===== src/hdl/mme_pkg.sv =====
// shared types, constants and codes for the matrix multiply element block
package mme_pkg;

    localparam int MAX_DIM_DEF    = 16;
    localparam int ELEM_WIDTH_DEF = 16;

    localparam int IDX_W      = 4;
    localparam int VALUE_W    = 16;
    localparam int FUNC_W     = 2;
    localparam int CFG_W      = 5;
    localparam int CFG_IDX_W  = 2;
    localparam int PRODUCT_W  = 36;
    localparam int S_TDATA_W  = 24;
    localparam int M_TDATA_W  = 40;

    typedef enum logic [FUNC_W-1:0] {
        FUNC_WRITE_A = 2'd0,
        FUNC_WRITE_B = 2'd1,
        FUNC_COMPUTE = 2'd2
    } func_t;

    typedef enum logic [CFG_IDX_W-1:0] {
        CFG_ROWS_A     = 2'd0,
        CFG_INNER_SIZE = 2'd1,
        CFG_COLS_B     = 2'd2
    } cfg_idx_t;

    typedef enum logic [1:0] {
        ST_IDLE,
        ST_RUN,
        ST_DRAIN,
        ST_RESULT
    } state_t;

    typedef struct packed {
        logic start;
        logic bad;
        logic write_a;
        logic write_b;
        logic issue;
        logic load_out;
    } ctrl_cmd_t;

    typedef struct packed {
        logic in_ok;
        logic nk_zero;
        logic last_issue;
        logic pipe_busy;
        logic out_free;
    } ctrl_status_t;

endpackage


===== src/hdl/mme_ctrl.sv =====
// controller state machine: item decode, dot product sequencing, result hand-off
module mme_ctrl (
    input  logic                   aclk,
    input  logic                   aresetn,
    input  logic                   s_tvalid,
    output logic                   s_tready,
    input  logic [mme_pkg::FUNC_W-1:0] s_tuser,
    input  mme_pkg::ctrl_status_t  status,
    output mme_pkg::ctrl_cmd_t     cmd
);

    mme_pkg::state_t state_reg;
    mme_pkg::state_t state_next;
    mme_pkg::func_t  func;
    logic            accept;

    assign func     = mme_pkg::func_t'(s_tuser);
    assign s_tready = (state_reg == mme_pkg::ST_IDLE);
    assign accept   = s_tvalid && s_tready;

    always_ff @(posedge aclk) begin
        if (!aresetn) begin
            state_reg <= mme_pkg::ST_IDLE;
        end else begin
            state_reg <= state_next;
        end
    end

    always_comb begin
        state_next = state_reg;
        case (state_reg)
            mme_pkg::ST_IDLE: begin
                if (accept) begin
                    case (func)
                        mme_pkg::FUNC_WRITE_A, mme_pkg::FUNC_WRITE_B: begin
                            if (!status.in_ok) begin
                                state_next = mme_pkg::ST_RESULT;
                            end
                        end
                        mme_pkg::FUNC_COMPUTE: begin
                            if (!status.in_ok) begin
                                state_next = mme_pkg::ST_RESULT;
                            end else if (status.nk_zero) begin
                                state_next = mme_pkg::ST_DRAIN;
                            end else begin
                                state_next = mme_pkg::ST_RUN;
                            end
                        end
                        default: state_next = mme_pkg::ST_IDLE;
                    endcase
                end
            end
            mme_pkg::ST_RUN: begin
                if (status.last_issue) begin
                    state_next = mme_pkg::ST_DRAIN;
                end
            end
            mme_pkg::ST_DRAIN: begin
                if (!status.pipe_busy) begin
                    state_next = mme_pkg::ST_RESULT;
                end
            end
            mme_pkg::ST_RESULT: begin
                if (status.out_free) begin
                    state_next = mme_pkg::ST_IDLE;
                end
            end
            default: state_next = mme_pkg::ST_IDLE;
        endcase
    end

    always_comb begin
        cmd = '0;
        case (state_reg)
            mme_pkg::ST_IDLE: begin
                if (accept) begin
                    case (func)
                        mme_pkg::FUNC_WRITE_A: begin
                            cmd.write_a = status.in_ok;
                            cmd.start   = !status.in_ok;
                            cmd.bad     = !status.in_ok;
                        end
                        mme_pkg::FUNC_WRITE_B: begin
                            cmd.write_b = status.in_ok;
                            cmd.start   = !status.in_ok;
                            cmd.bad     = !status.in_ok;
                        end
                        mme_pkg::FUNC_COMPUTE: begin
                            cmd.start = 1'b1;
                            cmd.bad   = !status.in_ok;
                        end
                        default: cmd = '0;
                    endcase
                end
            end
            mme_pkg::ST_RUN:    cmd.issue    = 1'b1;
            mme_pkg::ST_DRAIN:  cmd          = '0;
            mme_pkg::ST_RESULT: cmd.load_out = status.out_free;
            default:            cmd          = '0;
        endcase
    end

`ifndef SYNTH
    a_result_after_drain: assert property (@(posedge aclk) disable iff (!aresetn)
        (state_reg == mme_pkg::ST_RESULT) |-> !status.pipe_busy)
        else $error("result state entered with products still in flight");

    a_no_write_in_compute: assert property (@(posedge aclk) disable iff (!aresetn)
        (cmd.write_a || cmd.write_b) |-> !status.pipe_busy)
        else $error("store written while a dot product is running");

    a_last_issue_drains: assert property (@(posedge aclk) disable iff (!aresetn)
        (cmd.issue && status.last_issue) |=> (state_reg == mme_pkg::ST_DRAIN))
        else $error("last inner index issued without draining");
`endif

endmodule


===== config.mk =====
export PLATFORM = sky130hd
export DESIGN_NAME = mme_ctrl
export DESIGN_NICKNAME = d
export VERILOG_FILES = /design/src/hdl/mme_pkg.sv /design/src/hdl/mme_ctrl.sv
export SDC_FILE = /design/constraint.sdc
export NUM_CORES = 1
export LEC_CHECK = 0
export ABC_AREA = 0
export ABC_CLOCK_PERIOD_IN_PS = 1700
export BUFFER_PORTS_ARGS = -buffer_cell sky130_fd_sc_hd__buf_2
export CAP_MARGIN = 15
export CORE_AREA = 3 3 40 42
export DETAILED_ROUTE_END_ITERATION = 12
export DIE_AREA = 0 0 43 45
export GPL_TIMING_DRIVEN = 0
export SKIP_LAST_GASP = 1
export SYNTH_ARGS = -nofsm -noshare
export SYNTH_HDL_FRONTEND = slang
export SYNTH_SLANG_ARGS = --single-unit

===== constraint.sdc =====
create_clock -name aclk -period 1.7 [get_ports aclk]
set_input_delay 0.34 -clock aclk [delete_from_list [all_inputs] [get_ports aclk]]
set_output_delay 0.34 -clock aclk [all_outputs]
set_load 0.03 [all_outputs]

==> impl_metrics.ini <==
[outcome]
run_status = completed

[global_route]
global_route.usage.total = 0.0748
met1_usage = 0.0909
grt.met3_usage = 0.0398
grt_antenna_before_repair = 0
grt-busiest-layer = met2
globalRouteMet2Util = 0.0988
grt_pass1_vias = 273
grt_overflow = 0
grt_first_pass_wirelength_mm = 1.04
maximum_number_of_pins_on_one_net_before_global_route_repair = 6

[timing]
final_min_period_over_clock_period = 0.928
grt_setup_unrepaired = false
report.final.hold_viol_count = 0
maxSlewHeadroom = 0.839
timing_limited_maximum_frequency_ghz = 0.634
clock-skew-final_ns = 0.00567
finalMaxSlewViolations = 0
setup_ws_ns = 0.123
total_negative_setup_slack_ns = 0
min_clock_period_post_route_ns = 1.58
finalSetupViolCount = 0
worst_slew_pin_slew_ns = 0.241

[clock_network]
cts_tree = yes
number_of_cells_upsized_or_downsized_after_cts = 0
path_clk_slew_ns = 0.03
cts-hold-fix-buffers = 0
post-cts-setup-buffer-count = 0
clk_latency_ns = 0.23
cts-htree-levels = 1
cts_num_sinks = 2
cts_made_buffers = 3
clockRootBuffer = sky130_fd_sc_hd__clkbuf_4
clock_path_buffers = 2

[power_and_ir_drop]
power-per-cell-area_nw_per_um2 = 1230
p_leak_nw = 0.220
maximum_resistive_drop_on_vdd_v = 0.000378

[worst_setup_path]
crit_start = state_reg[0]
cells_traversed_along_the_worst_timing_path = inv_1 -> ha_4 -> nand3_1 -> nor2_1 -> clkbuf_4
rr_startpoint = state_reg[0]
timing.critical_path.from_type = flop
arrival_ns = 1.24
timing_worst_setup_path_type = flop to output pin
cp-end-kind = output pin
worst_r2r_endpoint = state_reg[1]
reg2reg_slack_ns = 0.19
critical_path.max_fanout = 4
worst_r2r_path_depth = 5
required_ns = 1.36
critical-path-max-stage-delay_ns = 0.32
critical-path-slowest-cell = sky130_fd_sc_hd__dfxtp_2
capture_point_of_the_critical_path = cmd[5]

[floorplanning]
core.rowCount = 13
core_area_um2 = 1280
top_level_ports = 17
die_height_um = 45
chipWidth_um = 43
die_area_um2 = 1940
initial_utilization = 0.204

[final_layout]
fill_cells = 145
finish.net_count = 70
drive_above_1_share = 0.472
antenna_cells_inserted = 0
layout_commonest_cell = sky130_fd_sc_hd__buf_2
synthToLayoutAreaGrowth_pct = 53.6
largest_register_ff_count = 2
multi_input_comb_area_um2 = 214
area.sequential_um2 = 41.3
top_library_cells_by_usage_in_the_layout_fill_and_taps_aside = sky130_fd_sc_hd__buf_2 (15), sky130_fd_sc_hd__inv_1 (5), sky130_fd_sc_hd__nand2_1 (4), sky130_fd_sc_hd__nor2_1 (4), sky130_fd_sc_hd__clkbuf_4 (4)

[detailed_routing]
post_route_antenna_net_violation_count = 0
drt-pass1-iter-count = 5
routed_wire_length_per_instance_um = 8.49
wl_um = 577
drc = 0
vias = 294
routed_via_density = 4.32
drtIter0Drc = 2

[yosys]
synthesis.nets = 49
post_synth_instance_area_um2 = 262
synthDistinctLibCells = 14
number_of_synthesized_register_bits = 2
synth_cells = 34
ys_seq_area_frac = 0.153
postSynthAreaPerCell_um2 = 7.69
synth-warning-count = 0

[job]
timing.max_cap.violations = 0

[placed_design]
hpwlAfterDp_um = 491
port_buffers = 16
placement_setup_slack_ns = 0.132
gp_congestion = 0.648

[min_path]
hold_class = input pin to flop
[per-layer routing]
metal	wire, um	share of wire	vias up
li1	-	-	155
met1	265	0.46	130
met2	257	0.45	9
met3	54	0.094	0
met4	0	0	0
met5	0	0	-
[synthesized netlist by cell type, drive strengths merged]
master  instances  share of area
inv             6          0.086
o221ai          2          0.067
and2            1          0.024
nand2b          1          0.053
nand2           4          0.057
nor2            4          0.057
nand3           2          0.038
a21oi           2          0.038
a21boi          1          0.043
and2b           1          0.029
a222oi          1          0.038
ha              5           0.24
mux2i           2          0.077
dfxtp           2           0.15
[critical path, delay by kind of cell, from the launching register on]
family / cells / cell delay [ns]
flip-flops: 1 / 0.32
buffers and inverters: 2 / 0.32
AND/OR/NAND/NOR: 2 / 0.20
adder cells (fa/ha/maj): 1 / 0.16
[logic make-up after synthesis]
kind of cell / count (synthesis) / share of synthesized area
compound gates: 6 / 0.187
fa+ha+maj: 5 / 0.239
buf+inv: 6 / 0.0861
flops: 2 / 0.153
mux: 2 / 0.0766
simple gates: 13 / 0.258
[where the power goes]
group,switching [mW],internal (mW)
sequential,0.0185,0.0658
combinational,0.177,0.127
clock,0.0287,0.0780
[worst min path at each step]
stage	from	end	slack, ns	depth (start not counted)
floorplan	state_reg[1]	state_reg[1]	0.47	2
global route	aresetn	state_reg[0]	0.40	3
CTS	aresetn	state_reg[0]	0.38	3
detailed placement	state_reg[0]	state_reg[0]	0.50	2
finish	aresetn	state_reg[0]	0.39	3
global placement	state_reg[1]	state_reg[1]	0.50	2
[stage by stage]
| step | cell area (um2) | cells | utilization | hold WS (ns) | power [mW] |
|---|---|---|---|---|---|
| after floorplan | 262 | 34 | - | 0.468 | 0.294 |
| after global placement | 360 | 65 | 0.280 | 0.498 | 0.357 |
| final | 402 | 68 | 0.313 | 0.387 | 0.495 |
| after detailed placement | 360 | 65 | 0.280 | 0.500 | 0.361 |
| after CTS | 383 | 68 | 0.298 | 0.385 | 0.477 |
| after global routing | 402 | 68 | 0.313 | 0.395 | 0.557 |
[layout make-up]
cell class,count,share of cell area
Timing Repair Buffer,16,0.206
Sequential cell,2,0.103
Tap cell,15,0.0467
Clock buffer,3,0.0561
Inverter,6,0.0561
Multi-Input combinational cell,26,0.533
(Power assumes the default switching activity.)
